==> config.mk <==
export PLATFORM = sky130hd
export DESIGN_NAME = h264_slice_type_detector
export DESIGN_NICKNAME = d
export VERILOG_FILES = /design/src/sltd_pkg.sv /design/src/sltd_eg_byte.sv /design/src/sltd_parser.sv /design/src/h264_slice_type_detector.sv
export VERILOG_INCLUDE_DIRS = /design/src /design/src/src
export SDC_FILE = /design/constraint.sdc
export NUM_CORES = 1
export LEC_CHECK = 0
export ABC_AREA = 1
export BUFFER_PORTS_ARGS = -buffer_cell sky130_fd_sc_hd__buf_2
export CORE_ASPECT_RATIO = 0.6
export CORE_UTILIZATION = 25
export DETAILED_ROUTE_END_ITERATION = 10
export PLACE_DENSITY = 0.51
export SLEW_MARGIN = 20
export SYNTH_ARGS = -nofsm -noshare
export SYNTH_HDL_FRONTEND = slang
export SYNTH_SLANG_ARGS = --single-unit
==> constraint.sdc <==
create_clock -name clk -period 10.6 [get_ports clk]
set_clock_uncertainty 0.15 [all_clocks]
set_input_delay 1.06 -clock clk [delete_from_list [all_inputs] [get_ports clk]]
set_output_delay 1.06 -clock clk [all_outputs]
set_load 0.05 [all_outputs]
==> src/h264_slice_type_detector_assert.svh <==
// Assertion macros for the slice type detector.
`ifndef H264_SLICE_TYPE_DETECTOR_ASSERT_SVH
`define H264_SLICE_TYPE_DETECTOR_ASSERT_SVH

// Same-cycle implication, checked while out of reset.
`define SLTD_ASSERT_NOW(lbl, ante, cons, msg) \
  lbl: assert property (@(posedge clk) disable iff (!rst_n) (ante) |-> (cons)) else $error(msg);

// Next-cycle implication, checked while out of reset.
`define SLTD_ASSERT_NEXT(lbl, ante, cons, msg) \
  lbl: assert property (@(posedge clk) disable iff (!rst_n) (ante) |=> (cons)) else $error(msg);

`endif

==> src/sltd_pkg.sv <==
`timescale 1ns / 1ps
package sltd_pkg;

  // Most leading zeros an Exp-Golomb code may carry.
  localparam logic [4:0] MAX_ZEROS = 5'd24;

  localparam logic [2:0] PH_SEARCH = 3'd0;
  localparam logic [2:0] PH_HEADER = 3'd1;
  localparam logic [2:0] PH_FIRST  = 3'd2;
  localparam logic [2:0] PH_SECOND = 3'd3;
  localparam logic [2:0] PH_DONE   = 3'd4;

  localparam logic [2:0] RES_P   = 3'd0;
  localparam logic [2:0] RES_B   = 3'd1;
  localparam logic [2:0] RES_I   = 3'd2;
  localparam logic [2:0] RES_IDR = 3'd3;
  localparam logic [2:0] RES_ERR = 3'd4;

  localparam logic [1:0] CAUSE_NONE     = 2'd0;
  localparam logic [1:0] CAUSE_NO_SLICE = 2'd1;
  localparam logic [1:0] CAUSE_TYPE     = 2'd2;
  localparam logic [1:0] CAUSE_CODE     = 2'd3;

  localparam logic [4:0] NAL_NON_IDR = 5'd1;
  localparam logic [4:0] NAL_IDR     = 5'd5;

  typedef struct packed {
    logic [2:0] phase;
    logic [4:0] zero_run;
    logic [4:0] bits_left;
    logic [4:0] type_value;
  } sltd_eg_t;

  typedef struct packed {
    logic       have;
    logic [2:0] kind;
    logic [1:0] cause;
  } sltd_res_t;

  typedef struct packed {
    logic [2:0] phase;
    logic [1:0] fill;
  } sltd_stat_t;

endpackage

==> src/sltd_eg_byte.sv <==
`timescale 1ns / 1ps
module sltd_eg_byte #(
  parameter logic [4:0] MAX_ZEROS = sltd_pkg::MAX_ZEROS
) (
  input  sltd_pkg::sltd_eg_t  cur,
  input  logic [7:0]          data_byte,
  output sltd_pkg::sltd_eg_t  nxt,
  output sltd_pkg::sltd_res_t res
);
  import sltd_pkg::*;

  // Walks the eight bits MSB first through the Exp-Golomb decoder.
  always_comb begin
    logic [2:0] ph;
    logic [4:0] zr;
    logic [4:0] bl;
    logic [4:0] tv;
    logic [4:0] t;
    logic       b;
    logic       done;
    ph = cur.phase;
    zr = cur.zero_run;
    bl = cur.bits_left;
    tv = cur.type_value;
    t = '0;
    b = 1'b0;
    done = 1'b0;
    res = '0;
    for (int k = 7; k >= 0; k--) begin
      if (ph == PH_FIRST || ph == PH_SECOND) begin
        b = data_byte[k];
        done = 1'b0;
        if (bl == 5'd0) begin
          if (!b) begin
            if (zr >= MAX_ZEROS) begin
              res = '{have: 1'b1, kind: RES_ERR, cause: CAUSE_CODE};
              ph = PH_DONE;
            end else begin
              zr = zr + 5'd1;
            end
          end else begin
            tv = 5'd1;
            bl = zr;
            done = (zr == 5'd0);
          end
        end else begin
          tv = (tv >= 5'd16) ? 5'd31 : {tv[3:0], b};
          bl = bl - 5'd1;
          done = (bl == 5'd0);
        end
        if (done) begin
          if (ph == PH_FIRST) begin
            ph = PH_SECOND;
            zr = '0;
            bl = '0;
            tv = '0;
          end else begin
            t = tv - 5'd1;
            if (t > 5'd4) begin
              t = t - 5'd5;
            end
            if (t <= 5'd2) begin
              res = '{have: 1'b1, kind: t[2:0], cause: CAUSE_NONE};
            end else begin
              res = '{have: 1'b1, kind: RES_ERR, cause: CAUSE_TYPE};
            end
            ph = PH_DONE;
          end
        end
      end
    end
    nxt = '{phase: ph, zero_run: zr, bits_left: bl, type_value: tv};
  end

endmodule

==> src/sltd_parser.sv <==
`timescale 1ns / 1ps
module sltd_parser #(
  parameter logic [4:0] MAX_ZEROS = sltd_pkg::MAX_ZEROS
) (
  input  logic                clk,
  input  logic                rst_n,
  input  logic                step_en,
  input  logic [7:0]          data_byte,
  input  logic                last_byte,
  output sltd_pkg::sltd_res_t res,
  output sltd_pkg::sltd_stat_t stat
);
  import sltd_pkg::*;

  logic [15:0] window_r, window_nxt;
  logic [1:0]  fill_r, fill_nxt;
  sltd_eg_t    eg_r, eg_nxt;
  sltd_eg_t    eg_byte_nxt;
  sltd_res_t   eg_res;

  sltd_eg_byte #(
    .MAX_ZEROS (MAX_ZEROS)
  ) u_eg_byte (
    .cur       (eg_r),
    .data_byte (data_byte),
    .nxt       (eg_byte_nxt),
    .res       (eg_res)
  );

  always_comb begin
    window_nxt = window_r;
    fill_nxt = fill_r;
    eg_nxt = eg_r;
    res = '0;
    case (eg_r.phase)
      PH_SEARCH: begin
        if (fill_r == 2'd2 && window_r == 16'd0 && data_byte == 8'd1) begin
          eg_nxt.phase = PH_HEADER;
        end
        window_nxt = {window_r[7:0], data_byte};
        if (fill_r < 2'd2) begin
          fill_nxt = fill_r + 2'd1;
        end
      end
      PH_HEADER: begin
        if (data_byte[4:0] == NAL_IDR) begin
          res = '{have: 1'b1, kind: RES_IDR, cause: CAUSE_NONE};
          eg_nxt.phase = PH_DONE;
        end else if (data_byte[4:0] == NAL_NON_IDR) begin
          eg_nxt = '{phase: PH_FIRST, zero_run: '0, bits_left: '0, type_value: '0};
        end else begin
          eg_nxt.phase = PH_SEARCH;
          window_nxt = {window_r[7:0], data_byte};
          fill_nxt = 2'd2;
        end
      end
      PH_FIRST, PH_SECOND: begin
        eg_nxt = eg_byte_nxt;
        res = eg_res;
      end
      PH_DONE: begin
      end
      default: begin
        eg_nxt.phase = PH_DONE;
      end
    endcase
    if (last_byte) begin
      if (!res.have) begin
        if (eg_nxt.phase == PH_SEARCH || eg_nxt.phase == PH_HEADER) begin
          res = '{have: 1'b1, kind: RES_ERR, cause: CAUSE_NO_SLICE};
        end else if (eg_nxt.phase == PH_FIRST || eg_nxt.phase == PH_SECOND) begin
          res = '{have: 1'b1, kind: RES_ERR, cause: CAUSE_CODE};
        end
      end
      window_nxt = '0;
      fill_nxt = '0;
      eg_nxt = '{phase: PH_SEARCH, zero_run: '0, bits_left: '0, type_value: '0};
    end
  end

  always_ff @(posedge clk) begin
    if (!rst_n) begin
      window_r <= '0;
      fill_r <= '0;
      eg_r <= '{phase: PH_SEARCH, zero_run: '0, bits_left: '0, type_value: '0};
    end else if (step_en) begin
      window_r <= window_nxt;
      fill_r <= fill_nxt;
      eg_r <= eg_nxt;
    end
  end

  assign stat = '{phase: eg_r.phase, fill: fill_r};

endmodule

==> src/h264_slice_type_detector.sv <==
// H.264 slice type detector. Bytes of one buffer enter one per cycle, the final byte
// flagged by in_last_byte; the block finds a 00 00 01 start code with a NAL header of
// type 1 or 5 and returns exactly one transaction per buffer: P, B, I or IDR, or an
// error with its cause (no slice found, SP/SI or out-of-range type, or an Exp-Golomb
// code cut off by the buffer end or longer than MAX_ZEROS leading zeros). The result
// leaves on the byte that decides it, or on the last byte at the latest; bytes after
// a decision are consumed without output. Emulation-prevention bytes are not removed.
// A byte is accepted every cycle while in_stall is low; it passes the input register and the
// eight-bit Exp-Golomb step, and its result is held in the result register. in_stall rises
// only while a byte waits and the result register is held by out_stall.
`timescale 1ns / 1ps
`include "h264_slice_type_detector_assert.svh"
module h264_slice_type_detector #(
  parameter logic [4:0] MAX_ZEROS = sltd_pkg::MAX_ZEROS
) (
  input  logic       clk,
  input  logic       rst_n,
  input  logic       in_valid,
  output logic       in_stall,
  input  logic [7:0] in_data_byte,
  input  logic       in_last_byte,
  output logic       out_valid,
  input  logic       out_stall,
  output logic [2:0] out_slice_result,
  output logic [1:0] out_error_cause
);
  import sltd_pkg::*;

  logic       s1_valid_r;
  logic [7:0] s1_data_r;
  logic       s1_last_r;
  logic       step_en;
  logic       out_valid_r;
  logic [2:0] out_result_r;
  logic [1:0] out_cause_r;
  sltd_res_t  res;
  sltd_stat_t stat;

  assign step_en = s1_valid_r && (!out_valid_r || !out_stall);
  assign in_stall = s1_valid_r && !step_en;

  always_ff @(posedge clk) begin
    if (!rst_n) begin
      s1_valid_r <= 1'b0;
    end else if (in_valid && !in_stall) begin
      s1_valid_r <= 1'b1;
    end else if (step_en) begin
      s1_valid_r <= 1'b0;
    end
  end

  always_ff @(posedge clk) begin
    if (in_valid && !in_stall) begin
      s1_data_r <= in_data_byte;
      s1_last_r <= in_last_byte;
    end
  end

  sltd_parser #(
    .MAX_ZEROS (MAX_ZEROS)
  ) u_parser (
    .clk       (clk),
    .rst_n     (rst_n),
    .step_en   (step_en),
    .data_byte (s1_data_r),
    .last_byte (s1_last_r),
    .res       (res),
    .stat      (stat)
  );

  always_ff @(posedge clk) begin
    if (!rst_n) begin
      out_valid_r <= 1'b0;
    end else if (step_en) begin
      out_valid_r <= res.have;
    end else if (!out_stall) begin
      out_valid_r <= 1'b0;
    end
  end

  always_ff @(posedge clk) begin
    if (step_en && res.have) begin
      out_result_r <= res.kind;
      out_cause_r <= res.cause;
    end
  end

  assign out_valid = out_valid_r;
  assign out_slice_result = out_result_r;
  assign out_error_cause = out_cause_r;

  `SLTD_ASSERT_NOW(a_cause_matches_kind, out_valid, (out_slice_result == RES_ERR) == (out_error_cause != CAUSE_NONE), "error cause does not match result kind")
  `SLTD_ASSERT_NOW(a_kind_range, out_valid, out_slice_result <= RES_ERR, "result kind out of range")
  `SLTD_ASSERT_NEXT(a_rearm_after_last, step_en && s1_last_r, stat.phase == PH_SEARCH && stat.fill == 2'd0, "parser not re-armed after last byte")
  `SLTD_ASSERT_NOW(a_stall_cause, in_stall, s1_valid_r && out_valid_r && out_stall, "input stalled without a blocked result")

endmodule
Word level (Yosys, flattened, before mapping). Cells that the tools add are included. Widths: inputs -> output; s select.

Add/subtract/negate cells: 33. Magnitude comparators: 33. Eq/ne operators: 38. Multiplexer cells: 339. Reductions and logical operators: 55.

Operators with widths (count): $mux 5 (184); $mux 6 (53); $mux 3 (58); $logic_not 5->1 (24); $ge 5x5->1 const B (16); $sub 5x1->5 const B (16); $eq 3x2->1 const B (26); $mux 16 (3); $add 5x1->5 const B (8); $gt 5x3->1 const B (8); $le 5x2->1 const B (8); $sub 5x3->5 const B (8); $pmux 16 s2 (1); $mux 15 (2); $pmux 15 s2 (1); $mux 1 (28); $mux 18 (1); $logic_not 16->1 (1); $pmux 3 s4 (1); $pmux 6 s2 (1); $logic_or 1x1->1 (11); $mux 2 (5); $eq 8x1->1 const B (1); $reduce_and 4->1 (2); other kinds (18) (31).

Register bits after elaboration: 52. Input port bits: 13. Output and inout port bits: 7. Word-level logic and storage cells: 510.

Logic depth before layout (Yosys ltp).
Depth in word-level cells: 84. Mapped depth: 108. Depth with buffers taken out: 108.

Hierarchy. Synthesis repeated with hierarchy kept, for this count alone.

Cells, all modules: 1692. Area total of the unflattened synthesis: 9769.4 um^2.

By module, submodules not included: sltd_eg_byte (instances 1, cells an instance 1348, area an instance 7181.9 um^2); sltd_parser (instances 1, cells an instance 313, area an instance 2060.7 um^2); h264_slice_type_detector (instances 1, cells an instance 31, area an instance 526.8 um^2).

Worst setup path before layout. OpenSTA, ideal clock, no wires.

Path type: flip-flop to flip-flop. From: register u_parser.eg_r[5] in the netlist's numbering. To: register out_cause_r[1], in the netlist out_error_cause[1] (data pin). Arrival time: 10.786 ns. Slack: -0.602 ns. Cell stages (with the launch flop): 99. Path buffers: 4. Clock period less this slack: 11.202 ns. Path through: dfxtp_1 > inv_1 > ha_1 > nand3_2 > nor2_4 > buf_6 > nand3_2 > nand3_1 > nand2_1 > nand2_1 > nand2_2 > inv_1 > ha_1 > nand2_1 > nor2_4 > nand2_4 > nor2_2 > nand3_1 > (+63 left out) > inv_1 > ha_1 > inv_1 > nor2_4 > nand4_1 > buf_2 > nand3_1 > nand2_2 > ha_1 > inv_1 > nand2_1 > nand3_2 > nand3_2 > nor2_1 > nor2_1 > nand4_1 > nand2_1 > o21ai_1.

RTL lines: start, declared (line sltd_parser.sv:17) `sltd_eg_t eg_r, eg_nxt;`; start signal, assigned (line sltd_parser.sv:85) `eg_r <= '{phase: PH_SEARCH, zero_run: '0, bits_left: '0, type_value: '0};`; start signal, assigned (line sltd_parser.sv:89) `eg_r <= eg_nxt;`; end signal, assigned (line h264_slice_type_detector.sv:84) `out_cause_r <= res.cause;`; end, declared (line h264_slice_type_detector.sv:35) `logic [1:0] out_cause_r;`.

==> summary.txt <==
Status
  – Outcome: finished with violations
  – Failing checks: negative setup slack

Final layout
  – Finished layout cell area: ~0.013 sq mm
  – Diode count: 0
  – Post-layout nets: 1932
  – Final Non-Filler Cells: 2375
  – Final core occ: a little over a third
  – Fillers: 3993
  – Area Growth Syn to Fin: 35.99%
  – Share of layout cells above drive strength 1: 30.84%

CTS
  – CTS root buffer: clkbuf_16
  – CTS Sinks: 52
  – Later-pin clock latency in the skew report: around 0.31 ns
  – CTS tree: yes
  – Post-CTS Hold Fix Bufs: 0
  – Max Root-Sink Buffers: 2
  – CTS H-tree depth: 2
  – Clock Pin Slew Worst Setup and Hold Paths: ~0.080 ns
  – CTS buffer count: 5

Pwr
  – Power Dens Cells: about 43 mW/mm^2
  – Sw power: between 150 and 200 uW
  – Sequential Power Share: 39.6%
  – Switch share: between 30% and 40%
  – Clk pwr share: 36.0%
  – Combinational power share: 24.4%
  – Internal: 370.0 uW
  – Max IR drop VDD: between 0.06 and 0.07 mV
  – Leakage power figure: 0.006176 uW

Hold path
  – Hold endpoint: u_parser.window_r[8]
  – Hold wc startpoint: u_parser.window_r[8]
  – Worst Hold Class: reg2reg
  – Hold Path Depth: 2

Synth
  – Most used flip-flop cell after synthesis: dfxtp_1
  – Register area share after synthesis: ~13%
  – Yosys reg bits: 52
  – Async SR Flop Fraction: 0%
  – Synth unique cells: 70
  – Syn_nets: roughly 1700
  – Cell Area, Synth: approximately 0.0094 sq mm
  – EDFF count, synth: 14
  – Syn Inst Count: approximately 1600
  – YS warnings: 0
  – Syn Area/Cell: roughly 5.7 sq um

Global route
  – First-pass GRT wire length: roughly 58000 microns
  – Grt total ovfl: 0
  – Vias in the first global route: 10340
  – Largest net degree at the start of global routing: 37
  – Antenna violations before repair: 0
  – Overall routing resource usage: between 10% and 20%

Timing
  – Worst hold slack: approximately 0.32 ns
  – Slew Limit Fails: 0
  – FMAX: ~94 MHz
  – RSZ-0062 raised after global routing: true
  – Setup slack after layout: -0.05183 ns
  – Slew HR: between 20% and 30%
  – Endpoints failing setup: 7
  – Worst slew pin tran: about 1.1 ns
  – Final Hold Vio Count: 0
  – Minimum clock period: around 11 ns
  – Final clock period utilization by the worst path: 100.5%

Critical path
  – R2R Path Start: u_parser.eg_r[6]
  – Worst EP arrival: 10.56 ns
  – CP most frequent cell: nand2_2
  – Slowest-stage cell, CP: dfxtp_2
  – Setup CP Type: reg2reg
  – CP Data Required Time: 10.51 ns
  – Max stage delay on crit path: about 0.33 ns
  – FF-to-FF End: out_error_cause[1]
  – R2R setup slack: -0.05 ns
  – Reg2Reg Depth: 97
  – Crit start category: register
  – Worst setup EP type: register
  – Crit-path max FO: 6

Die
  – DIE WIDTH: between 200 and 300 microns
  – Core ar.: around 0.037 sq mm
  – # rows: between 50 and 60
  – Die area: 0.03831 sq mm
  – Starting Density: roughly a quarter
  – Die height: about 150 microns
  – Top-Level Pins: 20

Drt
  – Antenna Nets Post-Route: 0
  – DRT Pass-1 Iters: 7
  – Number of remaining DRC errors: 0
  – WL final: ~37000 microns
  – Vias: 11541
  – DRT iter0 DRCs: a little over 1000
  – Vias/cell: slightly below 5
  – Wire per inst: around 16 microns

Placed design
  – Placed wire-length estimate: around 31000 microns
  – Dpl cells: ~2300
  – Port-buffer cells: 19
  – Routability cong.: 0.9151
  – Area after DPL: between 0.01 and 0.015 sq mm

Run
  – Max-Cap Viols: 0
[logic make-up (layout without fill, tap and decap cells)]
| kind of cell | count (synthesis) | count (layout) | synth area share, % |
|---|---|---|---|
| mux | 1 | 1 | 0.1201 |
| fa+ha+maj | 49 | 49 | 6.539 |
| simple gates | 866 | 866 | 43.88 |
| buf+inv | 310 | 550 | 12.93 |
| compound gates | 299 | 299 | 18.90 |
| xor+xnor | 54 | 54 | 5.044 |
| flops | 52 | 52 | 12.60 |
[cell usage after synthesis, drive strengths merged (16+ instances only)]
library cell / instances / area, sq um
inv: 269 / 1010
o21ai: 122 / 625.6
nor2: 146 / 690.7
xor2: 46 / 402.9
nand4: 28 / 187.7
clkbuf: 16 / 60.06
a21oi: 79 / 429.2
dfxtp: 38 / 760.7
ha: 49 / 613.1
buf: 21 / 126.4
nand3: 158 / 860.8
nor3: 18 / 106.4
nand2: 487 / 2042
o22ai: 36 / 225.2
[metal layers]
layer | GRT usage (%) | vias up | wire [microns] | share of wire, %
met5 | 0 | - | 0 | 0
met1 | 31.68 | 5344 | 20290 | 55
met4 | 2.078 | 0 | 286 | 0.78
met2 | 23.80 | 345 | 13510 | 37
li1 | - | 5836 | - | -
met3 | 3.563 | 16 | 2780 | 7.5
[layout make-up]
class | instances | area [sq um] | area share (%)
timing repair buffer | 269 | 2022 | 15.86
inverter | 273 | 1047 | 8.213
clock buffer | 5 | 125.1 | 0.9813
tap | 504 | 630.6 | 4.946
multi-input combinational | 1269 | 7696 | 60.36
clock inverter | 3 | 46.29 | 0.3631
sequential | 52 | 1184 | 9.283
[worst max-delay path by stage]
stage	start	end	cells past startpoint
6_report	u_parser.eg_r[6]	out_error_cause[1]	97
5_1_grt	u_parser.eg_r[6]	out_error_cause[1]	99
4_1_cts	u_parser.eg_r[5]	out_error_cause[1]	101
3_5_place_dp	u_parser.eg_r[6]	out_error_cause[1]	102
3_3_place_gp	u_parser.eg_r[6]	out_error_cause[1]	102
2_1_floorplan	u_parser.eg_r[5]	out_error_cause[1]	103
[power by group through the flow]
stage	registers, uW	clock network (uW)	logic [uW]
floorplan	218	0	81.9
global placement	219	0	120
detailed placement	219	0	121
CTS	215	201	125
global route	215	209	147
finish	215	195	132
[state kept, by name, summed over array words and instances, names as in the netlist]
name               cells
s1_valid_r             1
u_parser.fill_r        2
s1_data_r              8
u_parser.eg_r         15
s1_last_r              1
u_parser.window_r     16
out_error_cause        2
out_slice_result       3
out_valid              1
u_parser.stat          3
[what timing repair did]
action                     CTS  global route
setup buffers               18            34
gates resized for setup     28            90
pin swaps                   37            86
setup endpoints to repair   26            29
[stage by stage]
step / setup slack, ns / total power (uW) / TNS [ns]
2_1_floorplan: 0.003892 / 300.2 / 0
5_1_grt: -0.7963 / 571.3 / -16.86
6_report: -0.05183 / 542.3 / -0.2558
3_3_place_gp: -0.07736 / 338.6 / -0.3675
3_5_place_dp: -0.3840 / 340.0 / -5.156
4_1_cts: 0.01284 / 539.9 / 0
[cells in the final DEF (no fill, tap or decap), types with 11 or more instances in the layout]
master    netlist  final
edfxtp_1       14     14
nand3_4         0     11
nand3_1       144    126
inv_1         219    195
o21ai_0        90     87
inv_2          50     67
nand2_2        40     64
o22ai_1        36     32
buf_2          14     19
nor3_1         16     15
xor2_1         46     45
ha_1           49     39
dfxtp_1        38     36
buf_4           4    239
nand4_1        26     26
o211ai_1       11     11
nor2_2         18     21
nand2_4        13     27
nor2_1        115    100
nand3_2        14     21
a21oi_1        74     69
nor2_4         13     25
o21ai_1        28     26
nand2_1       433    394
[worst max-delay path, delay by kind of cell, from the launching register on]
family	cells	cell delay (ns)
buffers and inverters	19	1.52
AND/OR/NAND/NOR	63	6.21
adder cells (fa/ha/maj)	9	1.45
flip-flops	1	0.33
AO/OA/AOI/OAI	6	0.71
No activity file was read; power rests on OpenSTA's default activity.
